$ cat src/hw/rtl/stbp_pkg.sv
// Package for the song table byte parser.
// Holds the shared types, constants and the reciprocal table; no dependencies.
package stbp_pkg;

  localparam logic [7:0] TRACK_COUNT = 8'd254;
  localparam logic [8:0] SONG_ROWS   = 9'd256;
  localparam logic [7:0] GOTO_MARK   = 8'd254;
  localparam logic [3:0] MIN_COLS    = 4'd4;
  localparam logic [3:0] MAX_COLS    = 4'd8;
  localparam int unsigned RECIP_SHIFT = 19;
  localparam int unsigned RECIP_W     = 18;
  localparam int unsigned PROD_W      = 16 + RECIP_W;

  typedef enum logic [1:0] {
    KIND_TRACK = 2'd0,
    KIND_EMPTY = 2'd1,
    KIND_GOTO  = 2'd2
  } stbp_kind_t;

  typedef enum logic [1:0] {
    REG_TRACK_COLUMNS = 2'd0,
    REG_BASE_ADDRESS  = 2'd1,
    REG_STREAM_LENGTH = 2'd2
  } stbp_reg_t;

  typedef struct packed {
    logic [3:0]  tr;
    logic [15:0] base;
    logic [15:0] len;
  } stbp_cfg_t;

  typedef struct packed {
    logic        is_goto;
    logic [7:0]  row;
    logic [2:0]  column;
    stbp_kind_t  kind;
    logic [7:0]  value;
    logic        fin;
    logic        d_neg;
    logic [15:0] d;
    logic [3:0]  tr;
    logic [15:0] len;
  } stbp_cmd_t;

  // ceil(2^19 / tr); exact quotient for 16-bit dividends, tr in 4..8
  function automatic logic [RECIP_W-1:0] recip(input logic [3:0] tr);
    logic [RECIP_W-1:0] m;
    unique case (tr)
      4'd5:    m = 18'd104858;
      4'd6:    m = 18'd87382;
      4'd7:    m = 18'd74899;
      4'd8:    m = 18'd65536;
      default: m = 18'd131072;
    endcase
    return m;
  endfunction

endpackage

$ cat src/hw/rtl/stbp_if.sv
// Valid/ready channel interfaces for the song table byte parser.
// Standalone; no package dependencies.
interface stbp_in_if;
  logic       valid;
  logic       ready;
  logic [7:0] stream_byte;
  logic       start_req;
  modport source (output valid, stream_byte, start_req, input ready);
  modport sink   (input valid, stream_byte, start_req, output ready);
endinterface

interface stbp_out_if;
  logic       valid;
  logic       ready;
  logic [7:0] row;
  logic [2:0] column;
  logic [1:0] kind;
  logic [7:0] value;
  logic       finished;
  modport source (output valid, row, column, kind, value, finished, input ready);
  modport sink   (input valid, row, column, kind, value, finished, output ready);
endinterface

$ cat src/hw/rtl/stbp_front.sv
// Front end: per-byte parse state; each byte yields at most one write command.
// Depends on stbp_pkg.
module stbp_front (
  input  logic              clk,
  input  logic              rst_n,
  input  logic              in_valid,
  output logic              in_ready,
  input  logic [7:0]        stream_byte,
  input  logic              start_req,
  input  stbp_pkg::stbp_cfg_t cfg,
  input  logic              q_space,
  output logic              q_push,
  output stbp_pkg::stbp_cmd_t q_cmd
);
  import stbp_pkg::*;

  logic [15:0] byte_index_r, byte_index_nxt, bi;
  logic [8:0]  row_index_r, row_index_nxt, ri;
  logic [2:0]  column_index_r, column_index_nxt, ci;
  logic [2:0]  goto_offset_r, goto_offset_nxt, go;
  logic        in_goto_r, in_goto_nxt, ig;
  logic [7:0]  vector_low_r, vector_low_nxt, vl;
  logic        done_r, done_nxt, dn;

  logic        fire;
  logic        push;
  logic        last;
  logic        fin;
  logic [3:0]  col_sum;
  logic [3:0]  off_sum;
  logic [8:0]  row_inc;
  logic [15:0] byte_inc;
  logic [16:0] diff;
  logic [17:0] line_end;

  assign in_ready = q_space;
  assign fire     = in_valid & q_space;
  assign q_push   = fire & push;

  always_comb begin
    bi = start_req ? '0 : byte_index_r;
    ri = start_req ? '0 : row_index_r;
    ci = start_req ? '0 : column_index_r;
    go = start_req ? '0 : goto_offset_r;
    ig = start_req ? 1'b0 : in_goto_r;
    vl = start_req ? '0 : vector_low_r;
    dn = start_req ? 1'b0 : done_r;

    byte_index_nxt   = bi;
    row_index_nxt    = ri;
    column_index_nxt = ci;
    goto_offset_nxt  = go;
    in_goto_nxt      = ig;
    vector_low_nxt   = vl;
    done_nxt         = dn;

    push     = 1'b0;
    fin      = 1'b0;
    off_sum  = '0;
    last     = ({1'b0, bi} + 17'd1) >= {1'b0, cfg.len};
    col_sum  = {1'b0, ci} + 4'd1;
    row_inc  = ri + 9'd1;
    byte_inc = bi + 16'd1;
    diff     = {1'b0, stream_byte, vl} - {1'b0, cfg.base};
    line_end = {2'b00, bi} + {14'd0, cfg.tr} - 18'd3;

    q_cmd         = '0;
    q_cmd.row     = ri[7:0];
    q_cmd.column  = ci;
    q_cmd.kind    = KIND_GOTO;
    q_cmd.tr      = cfg.tr;
    q_cmd.len     = cfg.len;
    q_cmd.d       = diff[15:0];
    q_cmd.d_neg   = diff[16];
    q_cmd.is_goto = 1'b1;

    if (dn) begin
      push = 1'b0;
    end else if (bi >= cfg.len) begin
      done_nxt = 1'b1;
    end else if (!ig && (stream_byte != GOTO_MARK || ci != 3'd0)) begin
      fin = last;
      if (col_sum >= cfg.tr) begin
        row_index_nxt    = row_inc;
        column_index_nxt = '0;
        if (row_inc >= SONG_ROWS) fin = 1'b1;
      end else begin
        column_index_nxt = col_sum[2:0];
      end
      byte_index_nxt = byte_inc;
      done_nxt       = fin;
      push           = 1'b1;
      q_cmd.is_goto  = 1'b0;
      q_cmd.kind     = (stream_byte < TRACK_COUNT) ? KIND_TRACK : KIND_EMPTY;
      q_cmd.value    = (stream_byte < TRACK_COUNT) ? stream_byte : 8'd0;
      q_cmd.fin      = fin;
    end else begin
      if (!ig) go = '0;
      in_goto_nxt     = 1'b1;
      goto_offset_nxt = go;
      off_sum         = {1'b0, go} + 4'd1;
      if (go < 3'd3) begin
        if (go == 3'd2) vector_low_nxt = stream_byte;
        if (last) begin
          push         = 1'b1;
          done_nxt     = 1'b1;
          q_cmd.column = '0;
          q_cmd.d_neg  = 1'b1;
          q_cmd.fin    = 1'b1;
        end else begin
          goto_offset_nxt = off_sum[2:0];
          byte_index_nxt  = byte_inc;
        end
      end else if (go == 3'd3) begin
        fin          = (line_end >= {2'b00, cfg.len}) || (row_inc >= SONG_ROWS);
        push         = 1'b1;
        done_nxt     = fin;
        q_cmd.column = '0;
        q_cmd.fin    = fin;
        if (!fin) begin
          row_index_nxt  = row_inc;
          byte_index_nxt = byte_inc;
          if (cfg.tr <= MIN_COLS) begin
            in_goto_nxt      = 1'b0;
            column_index_nxt = '0;
            goto_offset_nxt  = '0;
          end else begin
            goto_offset_nxt = 3'd4;
          end
        end
      end else begin
        byte_index_nxt = byte_inc;
        if (off_sum >= cfg.tr) begin
          in_goto_nxt      = 1'b0;
          column_index_nxt = '0;
          goto_offset_nxt  = '0;
        end else begin
          goto_offset_nxt = off_sum[2:0];
        end
      end
    end
  end

  always_ff @(posedge clk) begin
    if (!rst_n) begin
      byte_index_r   <= '0;
      row_index_r    <= '0;
      column_index_r <= '0;
      goto_offset_r  <= '0;
      in_goto_r      <= 1'b0;
      vector_low_r   <= '0;
      done_r         <= 1'b0;
    end else if (fire) begin
      byte_index_r   <= byte_index_nxt;
      row_index_r    <= row_index_nxt;
      column_index_r <= column_index_nxt;
      goto_offset_r  <= goto_offset_nxt;
      in_goto_r      <= in_goto_nxt;
      vector_low_r   <= vector_low_nxt;
      done_r         <= done_nxt;
    end
  end

endmodule

$ cat src/hw/rtl/stbp_fifo.sv
// Short command queue between the parser front end and the write back end.
// Depends on stbp_pkg.
module stbp_fifo #(
  parameter int unsigned DEPTH = 4
) (
  input  logic              clk,
  input  logic              rst_n,
  input  logic              push,
  input  stbp_pkg::stbp_cmd_t din,
  output logic              space,
  input  logic              pop,
  output logic              valid,
  output stbp_pkg::stbp_cmd_t dout
);
  import stbp_pkg::*;

  localparam int unsigned AW = $clog2(DEPTH);
  localparam int unsigned CW = $clog2(DEPTH + 1);
  localparam logic [AW-1:0] LAST_PTR = AW'(DEPTH - 1);
  localparam logic [CW-1:0] FULL_CNT = CW'(DEPTH);

  stbp_cmd_t         mem_r [DEPTH];
  logic [AW-1:0]     wr_ptr_r, wr_ptr_nxt;
  logic [AW-1:0]     rd_ptr_r, rd_ptr_nxt;
  logic [CW-1:0]     count_r, count_nxt;
  logic              do_push, do_pop;

  assign space   = (count_r != FULL_CNT);
  assign valid   = (count_r != '0);
  assign dout    = mem_r[rd_ptr_r];
  assign do_push = push & space;
  assign do_pop  = pop & valid;

  always_comb begin
    wr_ptr_nxt = wr_ptr_r;
    rd_ptr_nxt = rd_ptr_r;
    count_nxt  = count_r;
    if (do_push) wr_ptr_nxt = (wr_ptr_r == LAST_PTR) ? '0 : wr_ptr_r + 1'b1;
    if (do_pop)  rd_ptr_nxt = (rd_ptr_r == LAST_PTR) ? '0 : rd_ptr_r + 1'b1;
    if (do_push && !do_pop) count_nxt = count_r + 1'b1;
    else if (!do_push && do_pop) count_nxt = count_r - 1'b1;
  end

  always_ff @(posedge clk) begin
    if (do_push) mem_r[wr_ptr_r] <= din;
  end

  always_ff @(posedge clk) begin
    if (!rst_n) begin
      wr_ptr_r <= '0;
      rd_ptr_r <= '0;
      count_r  <= '0;
    end else begin
      wr_ptr_r <= wr_ptr_nxt;
      rd_ptr_r <= rd_ptr_nxt;
      count_r  <= count_nxt;
    end
  end

endmodule

$ cat src/hw/rtl/stbp_back.sv
// Back end: goto target divide by reciprocal multiply, range check, output register.
// Depends on stbp_pkg.
module stbp_back (
  input  logic              clk,
  input  logic              rst_n,
  input  logic              q_valid,
  output logic              q_pop,
  input  stbp_pkg::stbp_cmd_t q_cmd,
  output logic              out_valid,
  input  logic              out_ready,
  output logic [7:0]        out_row,
  output logic [2:0]        out_column,
  output logic [1:0]        out_kind,
  output logic [7:0]        out_value,
  output logic              out_finished
);
  import stbp_pkg::*;

  localparam int unsigned QW = PROD_W - RECIP_SHIFT;

  logic              s1_valid_r, s1_valid_nxt;
  stbp_cmd_t         s1_cmd_r;
  logic [PROD_W-1:0] prod_q_r, prod_l_r;
  logic              out_valid_r, out_valid_nxt;
  logic [7:0]        out_row_r, out_value_r;
  logic [2:0]        out_column_r;
  logic [1:0]        out_kind_r;
  logic              out_finished_r;

  logic              s1_adv, out_adv;
  logic [RECIP_W-1:0] m;
  logic [QW-1:0]     quot, lim;
  logic [7:0]        target;

  assign out_adv = !out_valid_r || out_ready;
  assign s1_adv  = !s1_valid_r || out_adv;
  assign q_pop   = q_valid && s1_adv;
  assign m       = recip(q_cmd.tr);

  assign quot   = prod_q_r[PROD_W-1:RECIP_SHIFT];
  assign lim    = prod_l_r[PROD_W-1:RECIP_SHIFT];
  assign target = (!s1_cmd_r.d_neg && quot < lim && quot < QW'(SONG_ROWS)) ?
                  quot[7:0] : 8'd0;

  assign s1_valid_nxt  = s1_adv ? q_valid : s1_valid_r;
  assign out_valid_nxt = out_adv ? s1_valid_r : out_valid_r;

  always_ff @(posedge clk) begin
    if (s1_adv) begin
      s1_cmd_r <= q_cmd;
      prod_q_r <= q_cmd.d * m;
      prod_l_r <= q_cmd.len * m;
    end
    if (out_adv) begin
      out_row_r      <= s1_cmd_r.row;
      out_column_r   <= s1_cmd_r.column;
      out_kind_r     <= s1_cmd_r.kind;
      out_value_r    <= s1_cmd_r.is_goto ? target : s1_cmd_r.value;
      out_finished_r <= s1_cmd_r.fin;
    end
  end

  always_ff @(posedge clk) begin
    if (!rst_n) begin
      s1_valid_r  <= 1'b0;
      out_valid_r <= 1'b0;
    end else begin
      s1_valid_r  <= s1_valid_nxt;
      out_valid_r <= out_valid_nxt;
    end
  end

  assign out_valid    = out_valid_r;
  assign out_row      = out_row_r;
  assign out_column   = out_column_r;
  assign out_kind     = out_kind_r;
  assign out_value    = out_value_r;
  assign out_finished = out_finished_r;

endmodule

$ cat src/hw/rtl/song_table_byte_parser_top.sv
// Song table byte parser top level: config registers, front end, queue, back end.
// Depends on stbp_pkg, stbp_if, stbp_front, stbp_fifo, stbp_back.
//
// Usage: bytes of a packed song-order stream arrive on in_ch (stream_byte,
// start_req); start_req marks byte zero of a new parse. Each byte yields at
// most one table write on out_ch (row, column, kind, value, finished).
// Config via APB: track_columns at 0x0, base_address at 0x4, stream_length
// at 0x8; write only while the parser is idle. Reads return stored values.
// Throughput: one byte per cycle while the command queue has space. A byte's
// write passes through the queue, then the multiply stage for the goto
// divide, then the output register. The divide is a reciprocal multiply.
// in_ch.ready drops only when the command queue is full; queue depth is
// QUEUE_DEPTH, so the input keeps flowing under an output stall until the
// queue fills. Reset (synchronous, rst_n low) empties the queue and pipeline and
// loads track_columns = 4, base_address = 0, stream_length = 0.
module song_table_byte_parser_top #(
  parameter int unsigned QUEUE_DEPTH = 4
) (
  input  logic        clk,
  input  logic        rst_n,
  stbp_in_if.sink     in_ch,
  stbp_out_if.source  out_ch,
  input  logic        psel,
  input  logic        penable,
  input  logic        pwrite,
  input  logic [3:0]  paddr,
  input  logic [31:0] pwdata,
  output logic [31:0] prdata,
  output logic        pready
);
  import stbp_pkg::*;

  logic [3:0]  track_columns_r;
  logic [15:0] base_address_r;
  logic [15:0] stream_length_r;
  logic        wr_en;
  stbp_reg_t   reg_sel;
  stbp_cfg_t   cfg;

  logic        q_space, q_push, q_valid, q_pop;
  stbp_cmd_t   push_cmd, head_cmd;

  assign pready  = 1'b1;
  assign wr_en   = psel & penable & pwrite & pready;
  assign reg_sel = stbp_reg_t'(paddr[3:2]);

  always_ff @(posedge clk) begin
    if (!rst_n) begin
      track_columns_r <= MIN_COLS;
      base_address_r  <= '0;
      stream_length_r <= '0;
    end else if (wr_en) begin
      unique case (reg_sel)
        REG_TRACK_COLUMNS: track_columns_r <= pwdata[3:0];
        REG_BASE_ADDRESS:  base_address_r  <= pwdata[15:0];
        REG_STREAM_LENGTH: stream_length_r <= pwdata[15:0];
        default: ;
      endcase
    end
  end

  always_comb begin
    unique case (reg_sel)
      REG_TRACK_COLUMNS: prdata = {28'd0, track_columns_r};
      REG_BASE_ADDRESS:  prdata = {16'd0, base_address_r};
      REG_STREAM_LENGTH: prdata = {16'd0, stream_length_r};
      default:           prdata = '0;
    endcase
  end

  always_comb begin
    cfg.base = base_address_r;
    cfg.len  = stream_length_r;
    if (track_columns_r < MIN_COLS)      cfg.tr = MIN_COLS;
    else if (track_columns_r > MAX_COLS) cfg.tr = MAX_COLS;
    else                                 cfg.tr = track_columns_r;
  end

  stbp_front u_front (
    .clk         (clk),
    .rst_n       (rst_n),
    .in_valid    (in_ch.valid),
    .in_ready    (in_ch.ready),
    .stream_byte (in_ch.stream_byte),
    .start_req   (in_ch.start_req),
    .cfg         (cfg),
    .q_space     (q_space),
    .q_push      (q_push),
    .q_cmd       (push_cmd)
  );

  stbp_fifo #(.DEPTH(QUEUE_DEPTH)) u_fifo (
    .clk   (clk),
    .rst_n (rst_n),
    .push  (q_push),
    .din   (push_cmd),
    .space (q_space),
    .pop   (q_pop),
    .valid (q_valid),
    .dout  (head_cmd)
  );

  stbp_back u_back (
    .clk          (clk),
    .rst_n        (rst_n),
    .q_valid      (q_valid),
    .q_pop        (q_pop),
    .q_cmd        (head_cmd),
    .out_valid    (out_ch.valid),
    .out_ready    (out_ch.ready),
    .out_row      (out_ch.row),
    .out_column   (out_ch.column),
    .out_kind     (out_ch.kind),
    .out_value    (out_ch.value),
    .out_finished (out_ch.finished)
  );

endmodule

$ cat src/flat_wrapper.sv
// flat-port wrapper written by rule: the top's interface ports become plain ports
module song_table_byte_parser_top_flat import stbp_pkg::*;
#(
  parameter int unsigned QUEUE_DEPTH = 4
)
  (clk, rst_n, psel, penable, pwrite, paddr, pwdata, prdata, pready, in_ch_valid, in_ch_stream_byte, in_ch_start_req, in_ch_ready, out_ch_valid, out_ch_row, out_ch_column, out_ch_kind, out_ch_value, out_ch_finished, out_ch_ready);
  stbp_in_if in_ch_i ();
  stbp_out_if out_ch_i ();
  input  logic clk;
  input  logic rst_n;
  input  logic psel;
  input  logic penable;
  input  logic pwrite;
  input  logic [3:0] paddr;
  input  logic [31:0] pwdata;
  output logic [31:0] prdata;
  output logic pready;
  input wire logic [$bits(in_ch_i.valid)-1:0] in_ch_valid;
  input wire logic [$bits(in_ch_i.stream_byte)-1:0] in_ch_stream_byte;
  input wire logic [$bits(in_ch_i.start_req)-1:0] in_ch_start_req;
  output wire logic [$bits(in_ch_i.ready)-1:0] in_ch_ready;
  output wire logic [$bits(out_ch_i.valid)-1:0] out_ch_valid;
  output wire logic [$bits(out_ch_i.row)-1:0] out_ch_row;
  output wire logic [$bits(out_ch_i.column)-1:0] out_ch_column;
  output wire logic [$bits(out_ch_i.kind)-1:0] out_ch_kind;
  output wire logic [$bits(out_ch_i.value)-1:0] out_ch_value;
  output wire logic [$bits(out_ch_i.finished)-1:0] out_ch_finished;
  input wire logic [$bits(out_ch_i.ready)-1:0] out_ch_ready;
  assign in_ch_i.valid = in_ch_valid;
  assign in_ch_i.stream_byte = in_ch_stream_byte;
  assign in_ch_i.start_req = in_ch_start_req;
  assign in_ch_ready = in_ch_i.ready;
  assign out_ch_valid = out_ch_i.valid;
  assign out_ch_row = out_ch_i.row;
  assign out_ch_column = out_ch_i.column;
  assign out_ch_kind = out_ch_i.kind;
  assign out_ch_value = out_ch_i.value;
  assign out_ch_finished = out_ch_i.finished;
  assign out_ch_i.ready = out_ch_ready;
  song_table_byte_parser_top #(.QUEUE_DEPTH(QUEUE_DEPTH)) u_core (.clk(clk), .rst_n(rst_n), .in_ch(in_ch_i), .out_ch(out_ch_i), .psel(psel), .penable(penable), .pwrite(pwrite), .paddr(paddr), .pwdata(pwdata), .prdata(prdata), .pready(pready));
endmodule
$ cat config.mk
export PLATFORM = sky130hd
export DESIGN_NAME = song_table_byte_parser_top_flat
export DESIGN_NICKNAME = d
export VERILOG_FILES = /design/src/hw/rtl/stbp_pkg.sv /design/src/hw/rtl/stbp_if.sv /design/src/hw/rtl/stbp_front.sv /design/src/hw/rtl/stbp_fifo.sv /design/src/hw/rtl/stbp_back.sv /design/src/hw/rtl/song_table_byte_parser_top.sv /design/src/flat_wrapper.sv
export SDC_FILE = /design/constraint.sdc
export NUM_CORES = 2
export LEC_CHECK = 0
export ABC_CLOCK_PERIOD_IN_PS = 7800
export BUFFER_PORTS_ARGS = -buffer_cell sky130_fd_sc_hd__buf_2
export CAP_MARGIN = 20
export CELL_PAD_IN_SITES_DETAIL_PLACEMENT = 0
export CELL_PAD_IN_SITES_GLOBAL_PLACEMENT = 1
export CORE_MARGIN = 2
export CORE_UTILIZATION = 47
export DETAILED_ROUTE_END_ITERATION = 6
export GPL_ROUTABILITY_DRIVEN = 0
export PLACE_DENSITY_LB_ADDON = 0.1
export SYNTH_ARGS = -nofsm -noshare
export SYNTH_HDL_FRONTEND = slang
export SYNTH_SLANG_ARGS = --single-unit
$ cat constraint.sdc
create_clock -name clk -period 7.8 [get_ports clk]
set_input_delay 0.39 -clock clk [delete_from_list [all_inputs] [get_ports clk]]
set_output_delay 0.39 -clock clk [all_outputs]
set_load 0.01 [all_outputs]
# == Yosys cells after proc, flatten, opt, wreduce, memory -nomap -nowiden ==
# Memories as Yosys holds them, arrays and structs flattened. A register that Yosys moved wholly into a read port is not among the register bits.
# Index checks and enable logic that the tools add are counted.
# totals
elab_cells,198
ram_bits,240
input_bits,52
mem_count,1
ff_bits,200
output_inout_bits,57
# mem_list
name,words,word_bits,rd,rd_ports_with_merged_regs,wr,line,rtl
u_core.u_fifo.mem_r,4,60,1,1,1,stbp_fifo.sv:22,stbp_cmd_t mem_r [DEPTH];
# op_classes
n_reduce_logical,23
n_mux,100
multipliers,2
bitwise,6
order_cmp,13
eq_ne,12
add_sub_neg,12
# ops
operator,count
16-bit two-way mux,8
3-bit two-way mux,30
8-bit two-way mux,9
9-bit two-way mux,8
18-bit case mux with 4 select lines,1
16-bit by 18-bit multiplier with 34-bit output,2
16-bit case mux with 3 select lines,1
1-bit two-way mux,33
15-bit two-way mux,2
18-bit by 16-bit greater-or-equal comparator with 1-bit output,1
"17-bit by 2-bit subtractor with 18-bit output, second input constant",1
"16-bit by 1-bit adder with 17-bit output, second input constant",1
16-bit by 4-bit adder with 17-bit output,1
17-bit by 16-bit greater-or-equal comparator with 1-bit output,1
16-bit by 16-bit subtractor with 17-bit output,1
"16-bit by 1-bit adder with 16-bit output, second input constant",1
16-bit greater-or-equal comparator,1
15-bit less-than comparator,1
"15-bit by 9-bit less-than comparator with 1-bit output, second input constant",1
"4-bit by 3-bit equality test with 1-bit output, second input constant",3
10-bit two-way mux,1
2-bit two-way mux,5
"9-bit by 1-bit adder with 9-bit output, second input constant",1
"9-bit greater-or-equal comparator, second input constant",1
25 further kinds,53

# == Longest topological paths before layout ==
# logic_depth
depth_word,19
mapped_depth,34
ltp_nobuf,31

# == Modules after synthesis ==
# A second synthesis with hierarchy kept.
# unflattened
hier_cells,3390
hier_area_um2,36328.6
# modules_own_cells
module,instances,seq_area_each_um2,area_per_inst_um2,cells_per_inst
stbp_back,1,2322.2,19043.3,1972
stbp_fifo,1,7387.1,9126.3,365
stbp_front,1,820.8,6363.6,859
song_table_byte_parser_top,1,720.7,1795.5,194

# == Least setup slack after synthesis ==
# No wires, ideal clock.
# synth_path
path_type,flip-flop to flip-flop
startpoint,reg (tool-made name)
endpoint,reg u_core.u_back.prod_l_r[28] (data pin)
path_stages_with_launch,29
setup_time_ps,258
slack_ps,32
period_less_slack_ps,7768
arrival_time_ps,7510
path_buffers,3
t_required_ps,7542
path_cell_list,dfxtp_1 -> buf_6 -> mux4_2 -> nand2b_1 -> nor2_1 -> clkbuf_1 -> clkbuf_1 -> nand2_1 -> nor2_1 -> nor2_1 -> fa_1 -> fa_1 -> inv_1 -> fa_1 -> fa_1 -> fa_1 -> inv_1 -> fa_1 -> inv_1 -> ha_1 -> a21oi_1 -> o21ai_0 -> a221o_1 -> o211a_1 -> or3_1 -> a21o_1 -> a21oi_1 -> o21ba_1 -> xnor2_1
# synth_lines
element,line,rtl
"end signal, assigned",stbp_back.sv:52,prod_l_r <= q_cmd.len * m;
"end, declared",stbp_back.sv:23,"logic [PROD_W-1:0] prod_q_r, prod_l_r;"

==> qor.yml <==
drt:
  vias_per_cell: 5.32
  drt_iter0_markers: 1178
  wl_met2_um: 44500
  wl_per_cell_um: 20.4
  highest_layer: "met4"
  postRouteAntennaNets: 0
  wl_um: 89900
  drc: 1
  drtPass1Iterations: 7
  wl_met3_um: 3560
  via_count: 23450
  met1_length_um: 39200
logic_synthesis:
  synth_area_um2: 35000
  ys_warn_count: 0
  ys_async_sr_fraction_pct: 0
  synth_edf_count: 311
  synthCells: 3259
  yosysUniqueCellTypes: 85
  yosysTopAreaCell: "edfxtp_1"
  synth_top_cell_area_share_pct: 26.7
  syn_area_per_cell_um2: 10.7
  synth.yosys.seq_area_share_pct: 31.7
  synth_ff_type: "edfxtp_1"
  synth-seq-cells: 399
  synth.area.top_cells: "edfxtp_1 (27%), fa_1 (22%), ha_1 (14%)"
timing:
  relSlewSlack_pct: 32.1
  final-hold-violation-count: 0
  skew_ps: 24.5
  max_freq_mhz: 133
  fin_crit_sh_pct: 96.7
  slew_violations: 0
  worst_pin_slew_ps: 1020
  final-setup-viol-count: 0
  finalSetupTns_ps: 0
  period_minus_slack_ps: 7540
hold_path:
  min_path_cells: 3
  holdPathEnd: "u_core.base_address_r[6]$_SDFFE_PN0P_"
  hold_path_class: "in -> reg"
  hold_start: "pwdata[6]"
worst_setup_path:
  path_delay_family: "adder cells"
  worstSetupEndpointType: "flop"
  critical_path.slowest_cell: "mux4_2"
  cp_common_cell: "fa_1"
  arrival_ps: 7850
  r2r_cells: 27
  path_buf_inv: 6
  cp-start-kind: "flop"
  cp.required_ps: 8110
  r2r_setup_slack_ps: 260
  worstSetupPathType: "reg -> reg"
  cp_max_fo: 17
  crit_path_max_incr_delay_ps: 600
  reg2reg_to: "u_core.u_back.prod_q_r[26]$_DFFE_PN_"
clock_network:
  cts_tree: "done"
  clk_path_buf_depth: 3
  clock_sinks: 399
  clock_latency_ps: 580
  h-tree-depth: 2
  ctsRootBufferMaster: "clkbuf_16"
  path_clk_slew_ps: 60
  numCtsBuffers: 41
global_route:
  gr-total-overflow: 0
  grt_use_total_pct: 24.0
  first_global_vias: 24971
  grt_pass1_wl_um: 141000
  grt_max_degree: 55
  antenna_found_initial: 2
floorplanning:
  dieArea_um2: 76600
  core.rowCount: 100
  die_x_um: 277
  core_um2: 74100
  start_util_pct: 47.2
  ios: 109
  die_h_um: 277
status:
  violations: "design-rule violations"
  outcome: "finished with violations"
placement:
  numPortBuffers: 73
  dpl.hpwl_um: 72500
finish:
  layout_common_cells: "inv_1 (684), ha_1 (386), fa_1 (375), edfxtp_1 (311), nand2_1 (309)"
  area_growth_pct: 10.7
  nNetsFinal: 4225
  drive_gt1_share_pct: 11.5
  final_common_cell: "inv_1"
job:
  drv_cap: 0
-- sequential cells by signal, indices dropped and copies added, names as in the netlist, 4 cells and up, named ones only --
register and cells:
u_core.base_address_r 16, u_core.stream_length_r 16, u_core.track_columns_r 4, u_core.u_back.out_row 8
u_core.u_back.out_value 8, u_core.u_back.prod_l_r 15, u_core.u_back.prod_q_r 15, u_core.u_back.s1_cmd_r 23
u_core.u_fifo.mem_r 236, u_core.u_front.byte_index_r 16, u_core.u_front.row_index_r 9, u_core.u_front.vector_low_r 8
-- how the worst max path moves through the flow --
stage | endpoint | slack [ps] | depth (start not counted)
floorplan | u_core.u_back.prod_l_r[28]$_DFFE_PN_ | 30 | 28
global route | u_core.u_back.prod_q_r[27]$_DFFE_PN_ | -40 | 29
CTS | u_core.u_back.prod_q_r[33]$_DFFE_PN_ | 30 | 26
global placement | u_core.u_back.prod_l_r[33]$_DFFE_PN_ | -80 | 25
finish | u_core.u_back.prod_q_r[26]$_DFFE_PN_ | 260 | 27
detailed placement | u_core.u_back.prod_l_r[33]$_DFFE_PN_ | -120 | 25
-- final cells by class --
type                       instances  area, µm²
multi-input combinational       2085      21100
fill                            6688      35400
clock inverter                    22        254
clock buffer                      52       1080
antenna                            1       2.50
tap                              969       1210
sequential                       399      11100
inverter                         699       2620
timing repair buffer             180       1290
-- synth_stat cells (10+ instances only) --
library cell / count
inv_1: 696
ha_1: 391
fa_1: 376
nand2_1: 313
edfxtp_1: 311
nor2_1: 154
a21oi_1: 108
dfxtp_1: 88
o21ai_0: 71
mux4_2: 59
clkbuf_1: 58
and2_1: 54
a21o_1: 53
xnor2_1: 53
nor2b_1: 41
and3_1: 40
nand3_1: 37
nor3_1: 27
a22o_1: 20
xor2_1: 18
a31oi_1: 17
buf_4: 17
mux2i_1: 17
nand4_1: 17
or3_1: 15
o21a_1: 12
buf_1: 11
buf_2: 11
or4_1: 11
nand2b_1: 10
-- cells by family after synthesis --
group | Yosys count | synth area share, %
XOR/XNOR | 71 | 1.78
other | 2 | 0.0215
adder cells (fa/ha/maj) | 767 | 35.5
AND/OR/NAND/NOR | 746 | 10.0
buffers and inverters | 798 | 8.83
flip-flops | 399 | 31.7
multiplexers | 78 | 4.36
AO/OA/AOI/OAI | 398 | 7.75
-- what timing repair did --
action / CTS / global route
resized for setup: 4 / 72
pin swaps: 0 / 13
endpoints found under the setup margin: 6 / 21
hold buffers: 0 / 0
setup buffers: 0 / 11
-- through the flow --
step,utilization (%),hold WS [ps],worst slack (ps),std cells,instance area (µm²)
finish,52.3,67.0,259,4407,38700
detailed placement,49.9,405,-119,4320,37000
CTS,51.8,35.6,34.4,4394,38300
global placement,49.9,403,-75.6,4320,37000
floorplan,-,400,32.4,3282,35100
global route,52.3,53.5,-45.0,4406,38700
-- worst register-to-register path, delay by kind of cell, from the launching register on --
family / cells / cell delay, ps
fa+ha+maj: 7 / 3220
compound gates: 7 / 1720
simple gates: 5 / 720
mux: 1 / 600
buf+inv: 6 / 590
flops: 1 / 410
xor+xnor: 1 / 80
-- routing by layer --
metal  up-vias  track usage (%)
met5         -                0
met4         0             7.12
met2       537             41.2
met1     11748             31.9
li1      11049                -
met3       116             2.91
Power is left out: the tool's default activity adds up to more than one toggle a clock period on the data nets, which glitch-free logic cannot reach.
